[src/design/swhsr_pkg.sv]
// ----------------------------------------------------------------------------
// swhsr_pkg
// Shared types and constants for the single-wire humidity sensor reader.
// ----------------------------------------------------------------------------
package swhsr_pkg;

	// Configuration register indexes
	localparam logic [1:0] CFG_START_LOW  = 2'd0;
	localparam logic [1:0] CFG_START_HIGH = 2'd1;
	localparam logic [1:0] CFG_TIMEOUT    = 2'd2;
	localparam logic [1:0] CFG_ONE_THRESH = 2'd3;

	localparam int unsigned CFG_INDEX_W = 2;
	localparam int unsigned CFG_DATA_W  = 16;

	// Reset values of the configuration registers
	localparam logic [15:0] START_LOW_RESET  = 16'd18000;
	localparam logic [7:0]  START_HIGH_RESET = 8'd30;
	localparam logic [7:0]  TIMEOUT_RESET    = 8'd200;
	localparam logic [7:0]  ONE_THRESH_RESET = 8'd20;

	// Pin drive codes
	localparam logic [1:0] DRIVE_RELEASE = 2'd0;
	localparam logic [1:0] DRIVE_LOW     = 2'd1;
	localparam logic [1:0] DRIVE_HIGH    = 2'd2;

	// Protocol constants
	localparam logic [6:0]  PHASES_TOTAL     = 7'd83;
	localparam logic [6:0]  FIRST_DATA_PHASE = 7'd4;
	localparam logic [5:0]  DATA_BITS        = 6'd40;
	localparam logic [15:0] TICK_MAX         = 16'hFFFF;

	typedef struct packed {
		logic [15:0] start_low_ticks;
		logic [7:0]  start_high_ticks;
		logic [7:0]  timeout_ticks;
		logic [7:0]  one_threshold;
	} cfg_t;

	typedef struct packed {
		logic command;
		logic pin_level;
	} sample_t;

	typedef struct packed {
		logic [1:0] pin_drive;
		logic       busy_res;
		logic       done_res;
		logic       read_ok;
		logic       timed_out;
		logic [5:0] bits_received;
		logic [7:0] humidity_int;
		logic [7:0] humidity_frac;
		logic [7:0] temp_int;
		logic [7:0] temp_frac;
	} result_t;

endpackage

[src/design/swhsr_cfg_regs.sv]
// ----------------------------------------------------------------------------
// swhsr_cfg_regs
// Configuration register file: four timing registers written by index.
// ----------------------------------------------------------------------------
module swhsr_cfg_regs (
	input  logic                                 clk,
	input  logic                                 arst_n,
	input  logic                                 cfg_valid,
	output logic                                 cfg_ready,
	input  logic [swhsr_pkg::CFG_INDEX_W-1:0]    cfg_index,
	input  logic [swhsr_pkg::CFG_DATA_W-1:0]     cfg_data,
	output swhsr_pkg::cfg_t                      cfg
);
	import swhsr_pkg::*;

	cfg_t cfg_q;

	assign cfg_ready = 1'b1;
	assign cfg       = cfg_q;

	always_ff @(posedge clk or negedge arst_n) begin
		if (!arst_n) begin
			cfg_q.start_low_ticks  <= START_LOW_RESET;
			cfg_q.start_high_ticks <= START_HIGH_RESET;
			cfg_q.timeout_ticks    <= TIMEOUT_RESET;
			cfg_q.one_threshold    <= ONE_THRESH_RESET;
		end else if (cfg_valid && cfg_ready) begin
			unique case (cfg_index)
				CFG_START_LOW:  cfg_q.start_low_ticks  <= cfg_data;
				CFG_START_HIGH: cfg_q.start_high_ticks <= cfg_data[7:0];
				CFG_TIMEOUT:    cfg_q.timeout_ticks    <= cfg_data[7:0];
				CFG_ONE_THRESH: cfg_q.one_threshold    <= cfg_data[7:0];
				default: ;
			endcase
		end
	end

endmodule

[src/design/single_wire_humidity_sensor_reader_core.sv]
// ----------------------------------------------------------------------------
// single_wire_humidity_sensor_reader_core
// Single-wire humidity/temperature sensor reader with a tick-driven sequencer.
// ----------------------------------------------------------------------------
// Each sample beat is one microsecond tick carrying the sampled data-pin level,
// or a start command. A start while idle drives the pin low for
// start_low_ticks ticks, then high for start_high_ticks ticks (each drive
// phase lasts at least one tick), then releases the pin and times each level
// of the sensor's answer. Of the 83 level phases, every even phase from the
// fifth on shifts in one data bit: a one when the phase lasted more than
// one_threshold ticks. A level that lasts timeout_ticks ticks aborts the read
// and sets timed_out. After the last phase read_ok reports whether all forty
// bits arrived and the fifth byte matches the low byte of the sum of the
// first four. Every sample beat yields exactly one result beat showing the
// state after that tick; the data bytes show the partial shift contents while
// a read runs. A start seen while busy is treated as a plain tick. The block
// takes one sample beat per clock cycle while the result is not stalled: the
// sample is captured in an input register, and the sequencer update is a
// single pass of logic from there into the result register. A stalled result
// holds the result register and the input register absorbs one more beat
// before sample_stall rises. Configuration writes are always ready and must
// be made while no read is in progress.
// ----------------------------------------------------------------------------
module single_wire_humidity_sensor_reader_core (
	input  logic                               clk,
	input  logic                               arst_n,
	// sample channel
	input  logic                               sample_valid,
	output logic                               sample_stall,
	input  swhsr_pkg::sample_t                 sample,
	// result channel
	output logic                               result_valid,
	input  logic                               result_stall,
	output swhsr_pkg::result_t                 result,
	// configuration write channel
	input  logic                               cfg_valid,
	output logic                               cfg_ready,
	input  logic [swhsr_pkg::CFG_INDEX_W-1:0]  cfg_index,
	input  logic [swhsr_pkg::CFG_DATA_W-1:0]   cfg_data
);
	import swhsr_pkg::*;

	typedef enum logic [1:0] {
		MODE_IDLE,
		MODE_LOW,
		MODE_HIGH,
		MODE_MEASURE
	} mode_t;

	cfg_t cfg;

	swhsr_cfg_regs u_cfg_regs (
		.clk       (clk),
		.arst_n    (arst_n),
		.cfg_valid (cfg_valid),
		.cfg_ready (cfg_ready),
		.cfg_index (cfg_index),
		.cfg_data  (cfg_data),
		.cfg       (cfg)
	);

	// Input register and result register
	sample_t item_s1;
	logic    item_valid_s1;
	result_t result_q;
	logic    result_valid_q;

	// Sequencer state
	mode_t       mode_q;
	logic [15:0] tick_q;
	logic        level_q;
	logic [6:0]  phase_q;
	logic [5:0]  bits_q;
	logic [39:0] shift_q;
	logic        ok_q;
	logic        tout_q;

	// Next-state values
	mode_t       mode_d;
	logic [15:0] tick_d;
	logic        level_d;
	logic [6:0]  phase_d;
	logic [5:0]  bits_d;
	logic [39:0] shift_d;
	logic        ok_d;
	logic        tout_d;
	logic        done_d;
	logic [7:0]  sum_d;
	logic [1:0]  drive_d;

	logic advance;

	// Move the held sample into the result register when that slot frees up.
	assign advance      = item_valid_s1 && (!result_valid_q || !result_stall);
	assign sample_stall = item_valid_s1 && !advance;
	assign result_valid = result_valid_q;
	assign result       = result_q;

	always_comb begin
		mode_d  = mode_q;
		tick_d  = tick_q;
		level_d = level_q;
		phase_d = phase_q;
		bits_d  = bits_q;
		shift_d = shift_q;
		ok_d    = ok_q;
		tout_d  = tout_q;
		done_d  = 1'b0;
		sum_d   = 8'd0;

		unique case (mode_q)
			MODE_IDLE: begin
				// Start a read: clear the data and status, drive low.
				if (item_s1.command) begin
					mode_d  = MODE_LOW;
					tick_d  = 16'd0;
					level_d = 1'b1;
					phase_d = 7'd0;
					bits_d  = 6'd0;
					shift_d = 40'd0;
					ok_d    = 1'b0;
					tout_d  = 1'b0;
				end
			end
			MODE_LOW: begin
				tick_d = tick_q + 16'd1;
				if (tick_d >= cfg.start_low_ticks) begin
					mode_d = MODE_HIGH;
					tick_d = 16'd0;
				end
			end
			MODE_HIGH: begin
				tick_d = tick_q + 16'd1;
				if (tick_d >= {8'd0, cfg.start_high_ticks}) begin
					mode_d  = MODE_MEASURE;
					tick_d  = 16'd0;
					level_d = 1'b1;
					phase_d = 7'd0;
				end
			end
			MODE_MEASURE: begin
				if (item_s1.pin_level == level_q) begin
					// Same level: count (saturating) and check the timeout.
					if (tick_q != TICK_MAX) begin
						tick_d = tick_q + 16'd1;
					end
					if (tick_d >= {8'd0, cfg.timeout_ticks}) begin
						mode_d = MODE_IDLE;
						tick_d = 16'd0;
						ok_d   = 1'b0;
						tout_d = 1'b1;
						done_d = 1'b1;
					end
				end else begin
					// Level change closes a phase; even data phases carry a bit.
					if (phase_q >= FIRST_DATA_PHASE && !phase_q[0] && bits_q < DATA_BITS) begin
						shift_d = {shift_q[38:0], tick_q > {8'd0, cfg.one_threshold}};
						bits_d  = bits_q + 6'd1;
					end
					level_d = item_s1.pin_level;
					tick_d  = 16'd0;
					phase_d = phase_q + 7'd1;
					if (phase_d >= PHASES_TOTAL) begin
						sum_d  = shift_d[39:32] + shift_d[31:24] + shift_d[23:16]
						       + shift_d[15:8];
						mode_d = MODE_IDLE;
						ok_d   = (bits_d >= DATA_BITS) && (shift_d[7:0] == sum_d);
						tout_d = 1'b0;
						done_d = 1'b1;
					end
				end
			end
			default: ;
		endcase

		unique case (mode_d)
			MODE_LOW:  drive_d = DRIVE_LOW;
			MODE_HIGH: drive_d = DRIVE_HIGH;
			default:   drive_d = DRIVE_RELEASE;
		endcase
	end

	always_ff @(posedge clk or negedge arst_n) begin
		if (!arst_n) begin
			item_valid_s1  <= 1'b0;
			result_valid_q <= 1'b0;
			mode_q         <= MODE_IDLE;
			tick_q         <= 16'd0;
			level_q        <= 1'b1;
			phase_q        <= 7'd0;
			bits_q         <= 6'd0;
			shift_q        <= 40'd0;
			ok_q           <= 1'b0;
			tout_q         <= 1'b0;
		end else begin
			// Take a sample beat whenever the input register is free or moving on.
			if (!sample_stall) begin
				item_valid_s1 <= sample_valid;
				if (sample_valid) begin
					item_s1 <= sample;
				end
			end

			// Drop the result once taken, unless a new one replaces it.
			if (result_valid_q && !result_stall && !advance) begin
				result_valid_q <= 1'b0;
			end

			if (advance) begin
				mode_q         <= mode_d;
				tick_q         <= tick_d;
				level_q        <= level_d;
				phase_q        <= phase_d;
				bits_q         <= bits_d;
				shift_q        <= shift_d;
				ok_q           <= ok_d;
				tout_q         <= tout_d;
				result_valid_q <= 1'b1;

				result_q.pin_drive     <= drive_d;
				result_q.busy_res      <= (mode_d != MODE_IDLE);
				result_q.done_res      <= done_d;
				result_q.read_ok       <= ok_d;
				result_q.timed_out     <= tout_d;
				result_q.bits_received <= bits_d;
				result_q.humidity_int  <= shift_d[39:32];
				result_q.humidity_frac <= shift_d[31:24];
				result_q.temp_int      <= shift_d[23:16];
				result_q.temp_frac     <= shift_d[15:8];
			end
		end
	end

	// A held sample that could not advance stays put for the next cycle.
	a_skid_hold: assert property (@(posedge clk) disable iff (!arst_n)
		item_valid_s1 && !advance |=> item_valid_s1 && $stable(item_s1))
		else $error("input register lost or changed a held sample");

	// A finished read is never reported as still busy.
	a_done_idle: assert property (@(posedge clk) disable iff (!arst_n)
		result_valid_q && result_q.done_res |-> !result_q.busy_res)
		else $error("done pulse while busy");

	// The two status flags exclude each other.
	a_status_excl: assert property (@(posedge clk) disable iff (!arst_n)
		!(ok_q && tout_q))
		else $error("read_ok and timed_out both set");

	// Never more than forty data bits.
	a_bits_max: assert property (@(posedge clk) disable iff (!arst_n)
		bits_q <= DATA_BITS)
		else $error("bit count beyond forty");

	// The pin is only driven during a read.
	a_drive_busy: assert property (@(posedge clk) disable iff (!arst_n)
		result_valid_q && result_q.pin_drive != DRIVE_RELEASE |-> result_q.busy_res)
		else $error("pin driven while idle");

endmodule
[config.mk]
export PLATFORM = sky130hd
export DESIGN_NAME = single_wire_humidity_sensor_reader_core
export DESIGN_NICKNAME = d
export VERILOG_FILES = /design/src/design/swhsr_pkg.sv /design/src/design/swhsr_cfg_regs.sv /design/src/design/single_wire_humidity_sensor_reader_core.sv
export SDC_FILE = /design/constraint.sdc
export NUM_CORES = 1
export LEC_CHECK = 0
export BUFFER_PORTS_ARGS = -buffer_cell sky130_fd_sc_hd__clkbuf_2
export CORE_UTILIZATION = 50
export CTS_BUF_LIST = sky130_fd_sc_hd__clkbuf_2
export CTS_CLUSTER_DIAMETER = 60
export CTS_CLUSTER_SIZE = 14
export DETAILED_ROUTE_END_ITERATION = 7
export MAX_ROUTING_LAYER = met4
export PLACE_DENSITY = 0.81
export SLEW_MARGIN = 20
export SYNTH_ARGS = -nofsm -noshare
export SYNTH_HDL_FRONTEND = slang
export SYNTH_HIERARCHICAL = 1
export SYNTH_SLANG_ARGS = --single-unit
[constraint.sdc]
create_clock -name clk -period 5.52 [get_ports clk]
set_clock_uncertainty 0.1 [all_clocks]
set_input_delay 0.828 -clock clk [delete_from_list [all_inputs] [get_ports clk]]
set_output_delay 0.828 -clock clk [all_outputs]
set_load 0.02 [all_outputs]
Word level (Yosys, flattened, before mapping). Cells that the tools add are included.

Register bits after elaboration: 162. Logic and storage cells: 135. Output and inout port bits: 47.

Bitwise operators: 1. Eq/ne operators: 14. Multiplexer cells: 52. Add/subtract/negate cells: 6. $lt $le $gt $ge: 8. Reductions and logical operators: 27.

Operators with widths (count): 2-to-1 mux 40 bit (5); 2-to-1 mux 16 bit (8); one-hot mux 40 bit (2 select lines) (1); one-hot mux 16 bit (4 select lines) (1); greater-or-equal comparator 16 x 8 -> 1 bit (2); 2-to-1 mux 6 bit (5); adder 8 bit (3); 2-to-1 mux 7 bit (3); one-hot mux 7 bit (3 select lines) (1); adder 16 x 1 -> 16 bit, second input constant (1); greater-or-equal comparator 16 bit (1); greater-than comparator 16 x 8 -> 1 bit (1); 2-to-1 mux 1 bit (16); inequality test 16 bit, second input constant (1); 2-to-1 mux 2 bit (6); one-hot mux 6 bit (2 select lines) (1); AND reduction 2 bit (6); == test 2 bit, second input constant (5); == test 8 bit (1); one-hot mux 2 bit (4 select lines) (1); adder 7 x 1 -> 7 bit, second input constant (1); greater-or-equal comparator 7 x 3 -> 1 bit, second input constant (1); greater-or-equal comparator 7 bit, second input constant (1); logical AND 1 bit (7); other kinds (18) (29).

Logic depth before layout (Yosys ltp).
Depth in word-level cells: 14. Depth in mapped cells: 21. Depth with buffers taken out: 17.

By module. The synthesis kept the hierarchy.

Modules (own cells, without submodules): single_wire_humidity_sensor_reader_core (cells an instance 814, area an instance 8156.6 sq um, instances 1); swhsr_cfg_regs (cells an instance 87, area an instance 1530.2 sq um, instances 1).

Worst setup path after synthesis. Ideal clock, no wire load.

Path kind: reg2reg. From: reg bits_q[3]. To: reg result_q, in the netlist result[39] (data pin). Setup slack: 0.380 ns. Stages on the path, launching flop included: 22. Setup time: 0.144 ns. Buffers on the path: 4. Required time: 5.276 ns. Clock period less this slack: 5.140 ns. Arrival: 4.895 ns. Cell sequence: dfrtp_1 -> clkbuf_1 -> o21ai_0 -> o311a_1 -> buf_2 -> clkbuf_1 -> buf_2 -> mux2_2 -> fa_1 -> inv_1 -> fa_1 -> inv_1 -> ha_1 -> inv_1 -> fa_1 -> xnor2_1 -> a221oi_1 -> o21ai_0 -> a211o_1 -> nor4_1 -> nand2_1 -> o21ai_1.

Cells in the longest elaborated chain, start to end: 13. Elaborated cells between the ends (all ways): 18. Those cells by class: 4 x add/sub; 2 x order compare; 1 x eq/ne; 9 x mux; 2 x reduce/logical.

Ends and longest elaborated chain: start, declared (line single_wire_humidity_sensor_reader_core.sv:73) `logic [5:0] bits_q;`; start signal, assigned (line single_wire_humidity_sensor_reader_core.sv:214) `bits_q <= bits_d;`; < comparator 6 bit (line single_wire_humidity_sensor_reader_core.sv:156) `if (phase_q >= FIRST_DATA_PHASE && !phase_q[0] && bits_q < DATA_BITS) begin`; logical AND 1 bit (line single_wire_humidity_sensor_reader_core.sv:156); 2-to-1 mux 40 bit (line single_wire_humidity_sensor_reader_core.sv:156); 2-to-1 mux 40 bit (line single_wire_humidity_sensor_reader_core.sv:142) `if (item_s1.pin_level == level_q) begin`; 2-to-1 mux 40 bit (line single_wire_humidity_sensor_reader_core.sv:111) `unique case (mode_q)`; adder 8 bit (2 in a row) (line single_wire_humidity_sensor_reader_core.sv:164) `sum_d = shift_d[39:32] + shift_d[31:24] + shift_d[23:16]`; adder 8 bit (line single_wire_humidity_sensor_reader_core.sv:165) `+ shift_d[15:8];`; == test 8 bit (line single_wire_humidity_sensor_reader_core.sv:167) `ok_d = (bits_d >= DATA_BITS) && (shift_d[7:0] == sum_d);`; logical AND 1 bit (*) (line single_wire_humidity_sensor_reader_core.sv:167); 2-to-1 mux 1 bit (*) (line single_wire_humidity_sensor_reader_core.sv:163) `if (phase_d >= PHASES_TOTAL) begin`; 2-to-1 mux 1 bit (*) (line single_wire_humidity_sensor_reader_core.sv:142); one-hot mux 1 bit (2 select lines) (*) (line single_wire_humidity_sensor_reader_core.sv:111); via ok_d (line single_wire_humidity_sensor_reader_core.sv:85) `logic ok_d;`; end, declared (line single_wire_humidity_sensor_reader_core.sv:65) `result_t result_q;`.

The timed path passes the listed nets; every way through them passes the cells marked *. The select of a mux whose other input is x is not followed. A chain may end at the register's enable or synchronous reset.

Final worst setup path.
From: reg phase_q[2]. To: reg ok_q.

Cells in the longest elaborated chain, start to end: 14. Elaborated cells between the ends (all ways): 20. Those cells by class: 4 x add/sub; 3 x order compare; 1 x eq/ne; 9 x mux; 3 x reduce/logical.

Ends and longest elaborated chain: start, declared (line single_wire_humidity_sensor_reader_core.sv:72) `logic [6:0] phase_q;`; start signal, assigned (line single_wire_humidity_sensor_reader_core.sv:213) `phase_q <= phase_d;`; greater-or-equal comparator 7 x 3 -> 1 bit (line single_wire_humidity_sensor_reader_core.sv:156); logical AND 1 bit (2 in a row) (line single_wire_humidity_sensor_reader_core.sv:156); 2-to-1 mux 40 bit (line single_wire_humidity_sensor_reader_core.sv:156); 2-to-1 mux 40 bit (line single_wire_humidity_sensor_reader_core.sv:142); 2-to-1 mux 40 bit (line single_wire_humidity_sensor_reader_core.sv:111); adder 8 bit (2 in a row) (line single_wire_humidity_sensor_reader_core.sv:164); adder 8 bit (line single_wire_humidity_sensor_reader_core.sv:165); == test 8 bit (line single_wire_humidity_sensor_reader_core.sv:167); logical AND 1 bit (line single_wire_humidity_sensor_reader_core.sv:167); 2-to-1 mux 1 bit (*) (line single_wire_humidity_sensor_reader_core.sv:163); 2-to-1 mux 1 bit (*) (line single_wire_humidity_sensor_reader_core.sv:142); one-hot mux 1 bit (2 select lines) (*) (line single_wire_humidity_sensor_reader_core.sv:111); end signal, assigned (line single_wire_humidity_sensor_reader_core.sv:216) `ok_q <= ok_d;`; end, declared (line single_wire_humidity_sensor_reader_core.sv:75) `logic ok_q;`.

Every way passes the cells marked *; elsewhere a longest branch is shown, timed or not. The select of a mux whose other input is x is not followed.

==> results.ini <==
[power_and_ir_drop]
p_switching_uw = 848
power.density_mw_per_mm2 = 247
combPwrFrac = 0.195
swShare = 0.327
p_seq_frac = 0.538
pwr-share-clk = 0.267
irDropWorstVdd_v = 0.000160
p_leak_nw = 4.69
p_int_mw = 1.74

[clock_tree]
root_buffer = clkbuf_2
cts_tree = done
numCtsBuffers = 17
clkTransAtPathRegs_ps = 240
insertion_delay_ps = 790
cts_setup_buffers = 0
numClockSinks = 162
clockBufferDepth = 2
htreeDepth = 4

[critical_path]
path_max_fanout = 26
regToRegStartpoint = phase_q[2]
worst_setup_path_start_kind = register
r2r_cells = 15
critPathRequiredTime_ps = 6130
worstSetupPathType = reg -> reg
r2r-end = ok_q
worstPathArrival_ps = 5760
end_kind = register
rrSetupSlack_ps = 370

[routing]
dr_wl_met2_mm = 9.88
postRouteWirelength_mm = 20.6
wl_met1_mm = 9.55
routed_via_density = 5.79
highest_layer = met4
drt-pass1-iter-count = 5
drtIter0Drc = 545
wire_per_inst_um = 16.8
vias = 7095
wl_met3_um = 810
drc_errors = 0
ant_nets = 0

[yosys]
ys_warn_count = 6
synthAdderAreaFrac = 0.103
syn_area_sq_mm = 0.00969
synthArstFlopShare = 0.716
ys.flop_type = dfrtp_1
synth_top_family_by_area = compound AO/OA/AOI/OAI gates
synth_cells = 901
yosys.area_share.simple = 0.117
muxShareOfSynthArea = 0.0865
synth_xor_area_frac = 0.0322
ys_seq_area_frac = 0.444
syn_nets = 997
synth_edf_count = 46
syn_avg_cell_area_sq_um = 10.8
synth_compound_area_frac = 0.170
yosysUniqueCellTypes = 75
yosys_register_bits = 162

[job]
drv_cap = 0

[global_route]
grt_pass1_vias = 6831
antenna_found_initial = 1
grt_use_total = 0.227
gr-total-overflow = 0
grt_start_max_net_pins = 70
grt_pass1_wl_mm = 34.5

[min_path]
hold_start = sample[0]
hp-class = in -> reg
whs_path_depth = 1
min_to = item_s1[0]

[die]
rows = 50
fp.coreArea_sq_mm = 0.0188
dieArea_sq_mm = 0.0199
ios = 72
start_util = 0.514
die_w_um = 141
die_y_um = 141

[placed_design]
portBuffers = 70
place.gp.congestion = 0.898
dpl_cell_area_sq_mm = 0.0102
dp_hpwl_mm = 14.9

[sta]
drv_slew = 0
worstMarginPinSlew_ps = 1070
max_freq_mhz = 194
finalSetupViolCount = 0
slew_headroom = 0.281
finalHoldViolations = 0
tns_ps = 0
fin_crit_ps = 5150
post-route-period-util = 0.933

[finish]
syn_to_final_growth_pct = 8.18
seq_area_sq_mm = 0.00430
nets = 1048
multiInputGateArea_sq_mm = 0.00494
fin_area_sq_mm = 0.0105
drive_gt1_frac = 0.205
fill_cells = 1581

[outcome]
status = complete, no violations

## power groups by stage
stage          Clock (mW)  Sequential, mW  Combinational, mW
2_1_floorplan           0            1.42              0.333
3_3_place_gp            0            1.41              0.485
3_5_place_dp            0            1.42              0.503
4_1_cts             0.710            1.39              0.506
5_1_grt             0.754            1.40              0.567
6_report            0.692            1.39              0.505
## per-stage QoR
stage,std cells,power [mW],hold slack (ps),setup slack [ps],util
after floorplan,901,1.76,378,380,-
after global placement,1192,1.89,389,497,0.542
after detailed placement,1192,1.92,396,444,0.542
after CTS,1225,2.61,45.7,360,0.556
after global routing,1226,2.72,43.2,-0.643,0.556
final,1226,2.59,112,370,0.556
## cells in the mapped netlist (3+ instances only)
library cell / number / area (sq um)
inv_1: 66 / 248
edfxtp_1: 46 / 1380
mux2_2: 62 / 698
dfstp_2: 15 / 394
buf_2: 11 / 55.1
nor3_1: 8 / 40.0
nor4_1: 3 / 18.8
nand2b_1: 11 / 68.8
and3_1: 15 / 93.8
xnor2_1: 22 / 193
nand2_1: 74 / 278
a211oi_1: 6 / 45.0
xor2_1: 11 / 96.3
clkbuf_1: 26 / 97.6
a31oi_1: 7 / 43.8
ha_1: 57 / 713
o31ai_1: 3 / 22.5
nand3_1: 26 / 130
buf_6: 3 / 33.8
mux2i_1: 14 / 140
a211o_1: 3 / 26.3
fa_1: 14 / 280
o21bai_1: 3 / 22.5
a22oi_1: 6 / 45.0
o31ai_2: 3 / 37.5
o21ai_0: 45 / 225
nand4_1: 11 / 68.8
o21a_1: 5 / 37.5
a32o_1: 16 / 160
nand3b_1: 4 / 30.0
a21o_1: 11 / 82.6
or3_1: 5 / 31.3
and4_1: 3 / 26.3
nor2b_1: 10 / 62.6
a22o_1: 54 / 473
dfrtp_1: 101 / 2530
o21ai_1: 8 / 40.0
a21oi_1: 30 / 150
nor2_1: 31 / 116
and2_1: 8 / 50.1
## layer usage
layer / global-route usage / vias up
li1: - / 3415
met1: 0.291 / 3480
met2: 0.364 / 170
met3: 0.0384 / 30
met4: 0.0767 / 0
met5: - / -
## worst max-delay path by stage
stage / start / to / slack, ps / cells after the start
after floorplan: bits_q[3] / result[39] / 380 / 21
after global placement: phase_q[2] / result[39] / 500 / 15
final: phase_q[2] / ok_q / 370 / 15
after global routing: bits_q[3] / ok_q / -0.6 / 15
after detailed placement: phase_q[2] / result[39] / 440 / 15
after CTS: phase_q[2] / ok_q / 360 / 15
## flip-flops by register name (all words and copies together) (netlist names)
| name | flops |
|---|---|
| u_cfg_regs/cfg | 40 |
| ok_q | 1 |
| tout_q | 1 |
| result_valid | 1 |
| item_s1 | 2 |
| tick_q | 16 |
| bits_q | 6 |
| shift_q | 40 |
| mode_q | 2 |
| item_valid_s1 | 1 |
| result | 44 |
| phase_q | 7 |
| level_q | 1 |
## placed cells by master, fill, tap and decap left out, types with 10 or more instances in the layout
cell,Yosys,routed
mux2_2,62,62
and3_1,15,14
mux2i_1,14,14
a21oi_1,30,30
nand4_1,11,11
xor2_1,11,11
a32o_1,16,16
xnor2_1,22,22
dfstp_2,15,15
o21ai_0,45,44
edfxtp_1,46,46
inv_1,66,66
nand3_1,26,26
fa_1,14,14
a21o_1,11,11
dfrtp_1,101,101
nand2b_1,11,11
clkbuf_2,0,86
ha_1,57,57
nor2b_1,10,10
nor2_1,31,30
nand2_1,74,74
a22o_1,54,54
## area by class of cell
cell class	instances	share of cell area
multi-input cells	629	0.472
flip-flops and latches	162	0.411
repair buffers	76	0.0382
well taps	260	0.0310
inverters	66	0.0236
clock inverters	15	0.0162
clock buffers	17	0.00812
diodes	1	0.000239
## repair_timing
item,CTS,global route
resized for setup,0,0
hold buffers,1,0
hold endpoints to repair,36,0
## cells by family after synthesis
logic type      count (synthesis)
flops                         162
buf+inv                       110
other cells                     1
xor+xnor                       34
fa+ha+maj                      71
mux                            76
compound gates                227
simple gates                  220
## critical path, stage by stage (launching register included)
cell and delay (ps):
dfrtp_1 500, or3_1 400, o311a_2 540, buf_4 340, mux2_2 350, fa_1 500
fa_1 550, inv_1 70, fa_1 530, xnor2_1 150, a221oi_1 200, o21ai_0 100
a211o_1 240, nor4_1 240, nand3_1 130, o21ai_1 130
No activity file was read; power rests on OpenSTA's default activity.
